==> src/rtl/core/adcdi_pkg.sv <==
// Shared constants and types for the ADC deinterleave and CV averaging block.
package adcdi_pkg;

    localparam int ADC_W          = 14;
    localparam int AUDIO_W        = 16;
    localparam int CV_W           = 12;
    localparam int GAIN_W         = 9;
    localparam int GAIN_SHIFT     = 8;
    localparam int DEFAULT_FRAMES = 32;

    localparam logic [GAIN_W-1:0]  GAIN_RESET = 9'd261;
    localparam logic [CV_W-1:0]    CV_FULL    = 12'hfff;
    localparam logic [AUDIO_W-1:0] AUDIO_FLIP = 16'h8000;

    // Register word indexes on the configuration port.
    localparam logic REG_CV_GAIN = 1'b0;

    // Slot codes; the same codes travel as the result kind.
    typedef enum logic [1:0] {
        KIND_LEFT  = 2'd0,
        KIND_RIGHT = 2'd1,
        KIND_CV0   = 2'd2,
        KIND_CV1   = 2'd3
    } t_kind;

    typedef struct packed {
        logic               is_cv;
        t_kind              kind;
        logic [AUDIO_W-1:0] audio;
    } t_item;

    typedef struct packed {
        t_item           item;
        logic [CV_W-1:0] cv0;
        logic [CV_W-1:0] cv1;
    } t_pair;

endpackage

==> src/rtl/core/adcdi_front.sv <==
// Slot tracking, audio conversion and CV block accumulation.
module adcdi_front #(
    parameter int FRAMES_PER_BLOCK = adcdi_pkg::DEFAULT_FRAMES,
    parameter int SUM_W            = adcdi_pkg::ADC_W + $clog2(FRAMES_PER_BLOCK)
) (
    input  logic                      i_clk,
    input  logic                      i_rst_n,
    input  logic                      i_valid,
    input  logic [adcdi_pkg::ADC_W-1:0] i_sample,
    output logic                      o_ready,
    output logic                      o_valid,
    output adcdi_pkg::t_item          o_item,
    output logic [SUM_W-1:0]          o_sum0,
    output logic [SUM_W-1:0]          o_sum1,
    input  logic                      i_ready
);
    import adcdi_pkg::*;

    localparam int FRAME_L = $clog2(FRAMES_PER_BLOCK);
    localparam int FW      = (FRAME_L > 0) ? FRAME_L : 1;
    localparam logic [FW-1:0] LAST_FRAME = FW'(FRAMES_PER_BLOCK - 1);

    t_kind             r_slot, n_slot;
    logic [FW-1:0]     r_frame, n_frame;
    logic [SUM_W-1:0]  r_cv0_sum, n_cv0_sum;
    logic [SUM_W-1:0]  r_cv1_sum, n_cv1_sum;
    logic              r_valid, n_valid;
    t_item             r_item, n_item;
    logic [SUM_W-1:0]  r_sum0, n_sum0;
    logic [SUM_W-1:0]  r_sum1, n_sum1;
    logic              accept;
    logic [SUM_W-1:0]  sample_ext;

    assign o_ready    = !r_valid || i_ready;
    assign accept     = i_valid && o_ready;
    assign sample_ext = SUM_W'(i_sample);

    always_comb begin
        n_slot    = r_slot;
        n_frame   = r_frame;
        n_cv0_sum = r_cv0_sum;
        n_cv1_sum = r_cv1_sum;
        n_valid   = r_valid && !i_ready;
        n_item    = r_item;
        n_sum0    = r_sum0;
        n_sum1    = r_sum1;
        if (accept) begin
            n_slot       = t_kind'(r_slot + 2'd1);
            n_item.is_cv = 1'b0;
            n_item.kind  = r_slot;
            n_item.audio = {i_sample, 2'b00} ^ AUDIO_FLIP;
            n_valid      = 1'b0;
            unique case (r_slot)
                KIND_LEFT, KIND_RIGHT: begin
                    n_valid = 1'b1;
                end
                KIND_CV0: begin
                    n_cv0_sum = r_cv0_sum + sample_ext;
                end
                KIND_CV1: begin
                    if (r_frame == LAST_FRAME) begin
                        // Block end: hand both totals on and start over.
                        n_valid      = 1'b1;
                        n_item.is_cv = 1'b1;
                        n_item.audio = '0;
                        n_sum0       = r_cv0_sum;
                        n_sum1       = r_cv1_sum + sample_ext;
                        n_cv0_sum    = '0;
                        n_cv1_sum    = '0;
                        n_frame      = '0;
                    end else begin
                        n_cv1_sum = r_cv1_sum + sample_ext;
                        n_frame   = r_frame + FW'(1);
                    end
                end
                default: begin
                    n_valid = 1'b0;
                end
            endcase
        end
    end

    always_ff @(posedge i_clk) begin
        if (!i_rst_n) begin
            r_slot    <= KIND_LEFT;
            r_frame   <= '0;
            r_cv0_sum <= '0;
            r_cv1_sum <= '0;
            r_valid   <= 1'b0;
        end else begin
            r_slot    <= n_slot;
            r_frame   <= n_frame;
            r_cv0_sum <= n_cv0_sum;
            r_cv1_sum <= n_cv1_sum;
            r_valid   <= n_valid;
        end
    end

    always_ff @(posedge i_clk) begin
        r_item <= n_item;
        r_sum0 <= n_sum0;
        r_sum1 <= n_sum1;
    end

    assign o_valid = r_valid;
    assign o_item  = r_item;
    assign o_sum0  = r_sum0;
    assign o_sum1  = r_sum1;

endmodule

==> src/rtl/core/adcdi_scale.sv <==
// Two-stage CV scaling: block average, then inversion, gain and saturation.
module adcdi_scale #(
    parameter int FRAMES_PER_BLOCK = adcdi_pkg::DEFAULT_FRAMES,
    parameter int SUM_W            = adcdi_pkg::ADC_W + $clog2(FRAMES_PER_BLOCK)
) (
    input  logic                         i_clk,
    input  logic                         i_rst_n,
    input  logic [adcdi_pkg::GAIN_W-1:0] i_gain,
    input  logic                         i_valid,
    input  adcdi_pkg::t_item             i_item,
    input  logic [SUM_W-1:0]             i_sum0,
    input  logic [SUM_W-1:0]             i_sum1,
    output logic                         o_ready,
    output logic                         o_valid,
    output adcdi_pkg::t_pair             o_pair,
    input  logic                         i_ready
);
    import adcdi_pkg::*;

    // The average is (sum >> 2) / FRAMES_PER_BLOCK, done as a multiply by a
    // rounded-up reciprocal; the shift is chosen so the quotient is exact over
    // the whole range of the quarter sum.
    localparam int FRAME_L = $clog2(FRAMES_PER_BLOCK);
    localparam int QW      = SUM_W - 2;
    localparam int SHIFT   = QW + FRAME_L;
    localparam int MW      = QW + 1;
    localparam int PW      = QW + MW;
    localparam logic [63:0] RECIP_FULL =
        ((64'd1 << SHIFT) + 64'(FRAMES_PER_BLOCK) - 64'd1) / 64'(FRAMES_PER_BLOCK);
    localparam logic [MW-1:0] RECIP = RECIP_FULL[MW-1:0];
    localparam int GPW = CV_W + GAIN_W;

    logic            r2_valid, r3_valid;
    t_item           r2_item, r3_item;
    logic [CV_W-1:0] r2_avg0, r2_avg1;
    logic [CV_W-1:0] r3_cv0, r3_cv1;
    logic            stage3_ready;
    logic [PW-1:0]   avg_prod0, avg_prod1;
    logic [CV_W-1:0] n_cv0, n_cv1;

    assign stage3_ready = !r3_valid || i_ready;
    assign o_ready      = !r2_valid || stage3_ready;

    assign avg_prod0 = PW'(i_sum0[SUM_W-1:2]) * PW'(RECIP);
    assign avg_prod1 = PW'(i_sum1[SUM_W-1:2]) * PW'(RECIP);

    function automatic logic [CV_W-1:0] gain_sat(input logic [CV_W-1:0] avg,
                                                 input logic [GAIN_W-1:0] gain);
        logic [GPW-1:0]                  prod;
        logic [GPW-GAIN_SHIFT-1:0]       scaled;
        prod   = GPW'(CV_FULL ^ avg) * GPW'(gain);
        scaled = prod[GPW-1:GAIN_SHIFT];
        return (scaled > (GPW-GAIN_SHIFT)'(CV_FULL)) ? CV_FULL : scaled[CV_W-1:0];
    endfunction

    assign n_cv0 = gain_sat(r2_avg0, i_gain);
    assign n_cv1 = gain_sat(r2_avg1, i_gain);

    always_ff @(posedge i_clk) begin
        if (!i_rst_n) begin
            r2_valid <= 1'b0;
            r3_valid <= 1'b0;
        end else begin
            if (o_ready) begin
                r2_valid <= i_valid;
            end
            if (stage3_ready) begin
                r3_valid <= r2_valid;
            end
        end
    end

    always_ff @(posedge i_clk) begin
        if (o_ready) begin
            r2_item <= i_item;
            r2_avg0 <= avg_prod0[SHIFT +: CV_W];
            r2_avg1 <= avg_prod1[SHIFT +: CV_W];
        end
        if (stage3_ready) begin
            r3_item <= r2_item;
            r3_cv0  <= n_cv0;
            r3_cv1  <= n_cv1;
        end
    end

    assign o_valid     = r3_valid;
    assign o_pair.item = r3_item;
    assign o_pair.cv0  = r3_cv0;
    assign o_pair.cv1  = r3_cv1;

endmodule

==> src/rtl/core/adcdi_out.sv <==
// Output register that sends one word per audio item and two per CV block.
module adcdi_out (
    input  logic                          i_clk,
    input  logic                          i_rst_n,
    input  logic                          i_valid,
    input  adcdi_pkg::t_pair              i_pair,
    output logic                          o_ready,
    output logic                          o_valid,
    output adcdi_pkg::t_kind              o_kind,
    output logic [adcdi_pkg::AUDIO_W-1:0] o_audio,
    output logic [adcdi_pkg::CV_W-1:0]    o_cv,
    output logic                          o_last,
    input  logic                          i_ready
);
    import adcdi_pkg::*;

    logic  r_valid;
    logic  r_second;
    t_pair r_pair;
    logic  word_done;

    // A CV pair goes out as control voltage 0 first, then control voltage 1.
    always_comb begin
        if (!r_pair.item.is_cv) begin
            o_kind  = r_pair.item.kind;
            o_audio = r_pair.item.audio;
            o_cv    = '0;
            o_last  = 1'b1;
        end else begin
            o_kind  = r_second ? KIND_CV1 : KIND_CV0;
            o_audio = '0;
            o_cv    = r_second ? r_pair.cv1 : r_pair.cv0;
            o_last  = r_second;
        end
    end

    assign word_done = r_valid && i_ready;
    assign o_ready   = !r_valid || (i_ready && o_last);
    assign o_valid   = r_valid;

    always_ff @(posedge i_clk) begin
        if (!i_rst_n) begin
            r_valid  <= 1'b0;
            r_second <= 1'b0;
        end else if (o_ready) begin
            r_valid  <= i_valid;
            r_second <= 1'b0;
        end else if (word_done) begin
            r_second <= 1'b1;
        end
    end

    always_ff @(posedge i_clk) begin
        if (o_ready) begin
            r_pair <= i_pair;
        end
    end

endmodule

==> src/rtl/core/adc_deinterleave_cv_average_unit.sv <==
// Top level of the ADC deinterleave and CV boxcar averaging block.
//
// Conversion words arrive in a repeating four-slot frame: audio left, audio
// right, control voltage 0, control voltage 1. Each audio word becomes a
// signed 16-bit sample and leaves as a single word with tlast set. The CV
// words are summed over FRAMES_PER_BLOCK frames; after the last CV word of a
// block, two words follow (CV 0 with tlast low, then CV 1 with tlast high),
// each the block average inverted against 0xfff, scaled by cv_gain, shifted
// right by eight and saturated to 4095. The block accepts one conversion word
// per clock while the output side keeps up; each result is registered in the
// front, scaling and output stages. A block end needs two output words, which
// the frame's silent CV 0 slot absorbs, so the sustained rate stays one word
// per clock while the output side keeps up. After reset the block is ready at
// once; cv_gain resets to 261 and sits at byte address 0 of the APB port.
module adc_deinterleave_cv_average_unit #(
    parameter int FRAMES_PER_BLOCK = adcdi_pkg::DEFAULT_FRAMES
) (
    input  logic        i_clk,
    input  logic        i_rst_n,
    input  logic        s_axis_tvalid,
    output logic        s_axis_tready,
    input  logic [15:0] s_axis_tdata,   // [13:0] adc_sample, [15:14] zero
    output logic        m_axis_tvalid,
    input  logic        m_axis_tready,
    output logic [31:0] m_axis_tdata,   // [15:0] audio_sample, [27:16] cv_value, [31:28] zero
    output logic [1:0]  m_axis_tuser,   // [1:0] kind
    output logic        m_axis_tlast,
    input  logic        psel,
    input  logic        penable,
    input  logic        pwrite,
    input  logic [2:0]  paddr,
    input  logic [31:0] pwdata,
    output logic [31:0] prdata,
    output logic        pready
);
    import adcdi_pkg::*;

    localparam int SUM_W = ADC_W + $clog2(FRAMES_PER_BLOCK);

    logic [GAIN_W-1:0]  r_cv_gain;
    logic               cfg_write;

    logic               front_valid, front_ready;
    t_item              front_item;
    logic [SUM_W-1:0]   front_sum0, front_sum1;
    logic               scale_valid, scale_ready;
    t_pair              scale_pair;
    t_kind              out_kind;
    logic [AUDIO_W-1:0] out_audio;
    logic [CV_W-1:0]    out_cv;

    assign pready    = 1'b1;
    assign cfg_write = psel && penable && pwrite && pready && (paddr[2] == REG_CV_GAIN);
    assign prdata    = (paddr[2] == REG_CV_GAIN) ? 32'(r_cv_gain) : 32'd0;

    always_ff @(posedge i_clk) begin
        if (!i_rst_n) begin
            r_cv_gain <= GAIN_RESET;
        end else if (cfg_write) begin
            r_cv_gain <= pwdata[GAIN_W-1:0];
        end
    end

    adcdi_front #(
        .FRAMES_PER_BLOCK (FRAMES_PER_BLOCK),
        .SUM_W            (SUM_W)
    ) u_front (
        .i_clk    (i_clk),
        .i_rst_n  (i_rst_n),
        .i_valid  (s_axis_tvalid),
        .i_sample (s_axis_tdata[ADC_W-1:0]),
        .o_ready  (s_axis_tready),
        .o_valid  (front_valid),
        .o_item   (front_item),
        .o_sum0   (front_sum0),
        .o_sum1   (front_sum1),
        .i_ready  (front_ready)
    );

    adcdi_scale #(
        .FRAMES_PER_BLOCK (FRAMES_PER_BLOCK),
        .SUM_W            (SUM_W)
    ) u_scale (
        .i_clk   (i_clk),
        .i_rst_n (i_rst_n),
        .i_gain  (r_cv_gain),
        .i_valid (front_valid),
        .i_item  (front_item),
        .i_sum0  (front_sum0),
        .i_sum1  (front_sum1),
        .o_ready (front_ready),
        .o_valid (scale_valid),
        .o_pair  (scale_pair),
        .i_ready (scale_ready)
    );

    adcdi_out u_out (
        .i_clk   (i_clk),
        .i_rst_n (i_rst_n),
        .i_valid (scale_valid),
        .i_pair  (scale_pair),
        .o_ready (scale_ready),
        .o_valid (m_axis_tvalid),
        .o_kind  (out_kind),
        .o_audio (out_audio),
        .o_cv    (out_cv),
        .o_last  (m_axis_tlast),
        .i_ready (m_axis_tready)
    );

    assign m_axis_tdata = {4'b0000, out_cv, out_audio};
    assign m_axis_tuser = out_kind;

endmodule
==> config.mk <==
export PLATFORM = sky130hd
export DESIGN_NAME = adc_deinterleave_cv_average_unit
export DESIGN_NICKNAME = d
export VERILOG_FILES = /design/src/rtl/core/adcdi_pkg.sv /design/src/rtl/core/adcdi_front.sv /design/src/rtl/core/adcdi_scale.sv /design/src/rtl/core/adcdi_out.sv /design/src/rtl/core/adc_deinterleave_cv_average_unit.sv
export SDC_FILE = /design/constraint.sdc
export NUM_CORES = 1
export LEC_CHECK = 0
export BUFFER_PORTS_ARGS = -buffer_cell sky130_fd_sc_hd__buf_2
export CORE_MARGIN = 5
export CORE_UTILIZATION = 55
export DETAILED_ROUTE_END_ITERATION = 12
export PLACE_DENSITY = 0.74
export SETUP_SLACK_MARGIN = 0.1
export SYNTH_ARGS = -nofsm -noshare
export SYNTH_HDL_FRONTEND = slang
export SYNTH_SLANG_ARGS = --single-unit
==> constraint.sdc <==
create_clock -name i_clk -period 12.3 [get_ports i_clk]
set_clock_uncertainty 0.1 [all_clocks]
set_input_delay 2.46 -clock i_clk [delete_from_list [all_inputs] [get_ports i_clk]]
set_output_delay 2.46 -clock i_clk [all_outputs]
set_load 0.05 [all_outputs]
==> metrics.txt <==
CTS H-tree lvls 1; initial core utilization 0.5572; commonest non-fill, non-tap cell in the layout inv_1; clk slew on worst S/H paths ~60 ps; WP data arrival around 6000 ps; grt total ovfl 0; Synth async-reset ratio 0; Syn Area/Cell roughly 11 sq um; CTS root buf clkbuf_16; Synth cell types 74; Worst Hold Class reg -> reg; TritonCTS clock tree built; RSZ-0062 raised after global routing false; ANT nets after route 0; max-cap viol count 0; CP Data Required Time roughly 12000 ps; DR pass1 iterations 5; global-route wire length before repair ~52 mm; hold_sp u_front.o_sum1[17]; Critical R2R Capture u_scale.r3_cv1[2]; antenna fix cells 0; Synth Flop Type edfxtp_1; P&R area growth vs syn 8.754%; postcts setup bufs 0; Max Freq roughly 170 MHz; core area between 0.02 and 0.03 sq mm; EDFF count, synth 164; vias per cell about 5.3; routed len/inst around 16 um; Synthesis Warnings 0; PwrDens ~120 mW/mm^2; slowest library cell on the worst path dfxtp_1; DIE AREA 0.03259 sq mm; post-synthesis sequential area ratio 0.3818; Pins Over Slew Limit 0; peak supply drop 92.30 uV; Placed Cells between 1500 and 2000; critical path type reg -> reg; Routability Congestion ~0.9; Critical Path, Cell by Cell nor2b_1 -> fa_1 -> fa_1 -> fa_1 -> inv_1 -> fa_1 -> inv_1 -> ha_1 -> a21oi_1 -> o21ai_0 -> nor2_1 -> o21ai_4 -> a2111oi_2 -> or3_1 -> a21o_1 -> nand3_1; final hold slack between 300 and 400 ps; Total GRT Usage 0.1918; flop-to-flop setup slack roughly 6400 ps; Clk Latency, worst-skew pair approximately 540 ps; slew margin rel. 0.2560; post-route setup slack between 6000 and 7000 ps; Setup crit start kind flop; final WL roughly 30 mm; Syn Inst Count roughly 1500; DRT iter0 DRCs 608; Total Power about 2.1 mW; final worst path period need around 6000 ps; worst reg2reg path startpoint r_cv_gain[8]; hold_buf cts 0; IO Pins approximately 130; area of the mapped netlist between 0.015 and 0.02 sq mm; CP Capture Type flop; most frequent CP cell fa_1; Leak approximately 7.8 nW; Die Ht 180.5 um; FF-to-FF path depth 16; hold path endpoint u_scale.r2_avg1[10]; status completed; Seq cells post-synth 223; Worst-Margin Slew between 1000 and 1500 ps; fin crit share 0.4795; Nets 1828; most frequent cells in the layout inv_1, edfxtp_1, nor2b_1; FP Rows 62; Post-DP Area around 0.017 sq mm; CTS buffer count 24; final count of negative-setup-slack endpoints 0; initial antenna violation count 0; vias roughly 10000; layout cell share with drive strength beyond 1 0.09629; worst stage delay on the critical path between 900 and 1000 ps; final design utilization 0.6060; largest net degree at the start of global routing between 40 and 50; Finished Layout Cells ~1900; final hold vios 0; PortBufs 70; Final HPWL DP 23.30 mm; number of global-route vias before repair about 11000; Die X-Extent 180.5 um; critical path peak fanout 26; setup TNS 0 ps; clk sinks 223; DRC Markers 0; Post-Place Worst Slack about 6400 ps; worst hold path stage count 0; CTS resizes 0; fin area roughly 0.017 sq mm; CTS Buffer Depth 3
-- power by group --
group | leakage [nW] | total (mW) | switching (mW) | internal, mW
Clock | 0.391 | 0.723 | 0.308 | 0.415
Sequential | 2.18 | 0.927 | 0.0261 | 0.901
Combinational | 5.26 | 0.433 | 0.270 | 0.162
Total | 7.83 | 2.08 | 0.605 | 1.48
-- how the worst max path moves through the flow --
stage | from | endpoint | slack [ps] | cells past startpoint
6_report | r_cv_gain[8] | u_scale.r3_cv1[2] | 6400 | 16
5_1_grt | r_cv_gain[8] | u_scale.r3_cv1[4] | 6020 | 16
4_1_cts | r_cv_gain[8] | u_scale.r3_cv1[5] | 6430 | 16
3_5_place_dp | r_cv_gain[7] | u_scale.r3_cv1[5] | 6440 | 16
3_3_place_gp | m_axis_tready | s_axis_tready | 6490 | 3
2_1_floorplan | paddr[2] | prdata[1] | 6390 | 2
-- per-layer routing --
layer	track usage	vias to the layer above	wire [um]
met5	0	-	0
met4	0.04537	0	662
met3	0.02564	54	1472
met2	0.3428	211	15380
met1	0.2495	4939	13090
li1	-	4895	-
-- synth_stat cells (all sizes together), types with 4 or more instances --
cell type / number / area share
dfxtp: 59 / 0.074
a21o: 16 / 0.0075
mux2i: 16 / 0.010
nor2b: 162 / 0.063
a22oi: 10 / 0.0047
a211oi: 7 / 0.0033
or3: 6 / 0.0027
o211ai: 7 / 0.0036
or2: 5 / 0.0020
inv: 184 / 0.043
o31ai: 6 / 0.0028
nand2: 62 / 0.015
nor2: 49 / 0.012
and3: 10 / 0.0039
and2: 16 / 0.0063
edfxtp: 164 / 0.31
nand2b: 92 / 0.036
a21oi: 58 / 0.018
o21a: 5 / 0.0023
nand3: 38 / 0.013
buf: 41 / 0.018
o21ai: 24 / 0.0087
or4: 5 / 0.0023
nor3: 15 / 0.0047
a31oi: 4 / 0.0020
xor2: 22 / 0.012
xnor2: 28 / 0.015
clkbuf: 35 / 0.0082
ha: 109 / 0.085
o21bai: 10 / 0.0047
nor3b: 5 / 0.0027
fa: 142 / 0.18
nand4: 4 / 0.0016
-- logic make-up after synthesis --
kind of cell               after synthesis  synth area share
adders and majority gates              251            0.2630
xor gates and xnor gates                50           0.02738
DFF                                    223            0.3818
and+or+nand+nor                        485            0.1729
AOI/OAI and AO/OA                      171           0.07299
other                                    2         0.0004696
muxes                                   18           0.01142
buffers and inverters                  261           0.07002
-- layout make-up --
class                   instances  area, sq um
clock buffers                  28        625.6
clock inverters                16        181.4
fillers                      2323        11310
inverters                     185        694.4
multi-input cells            1005         8880
flip-flops and latches        223         6106
well taps                     384        480.5
repair buffers                 80        425.4
-- critical path: cells and delay by family (launching register included) --
family	cells	cell delay, ps
AO/OA/AOI/OAI	5	1160
flip-flops	1	960
AND/OR/NAND/NOR	4	880
adder cells (fa/ha/maj)	5	2370
buffers and inverters	2	90
-- state kept, by name (all words and copies together), names as in the netlist, 2 cells and up --
signal,count
u_scale.r2_avg1,12
u_out.r_pair,41
u_front.o_sum0,12
u_scale.r2_item,17
r_cv_gain,9
u_scale.r3_cv1,12
u_front.o_item,17
u_scale.o_pair,17
u_front.r_slot,2
u_front.r_cv0_sum,19
u_scale.r3_cv0,12
u_scale.r2_avg0,12
u_front.r_cv1_sum,19
u_front.r_frame,5
u_front.o_sum1,12
Power figures use the tool's default switching activity.
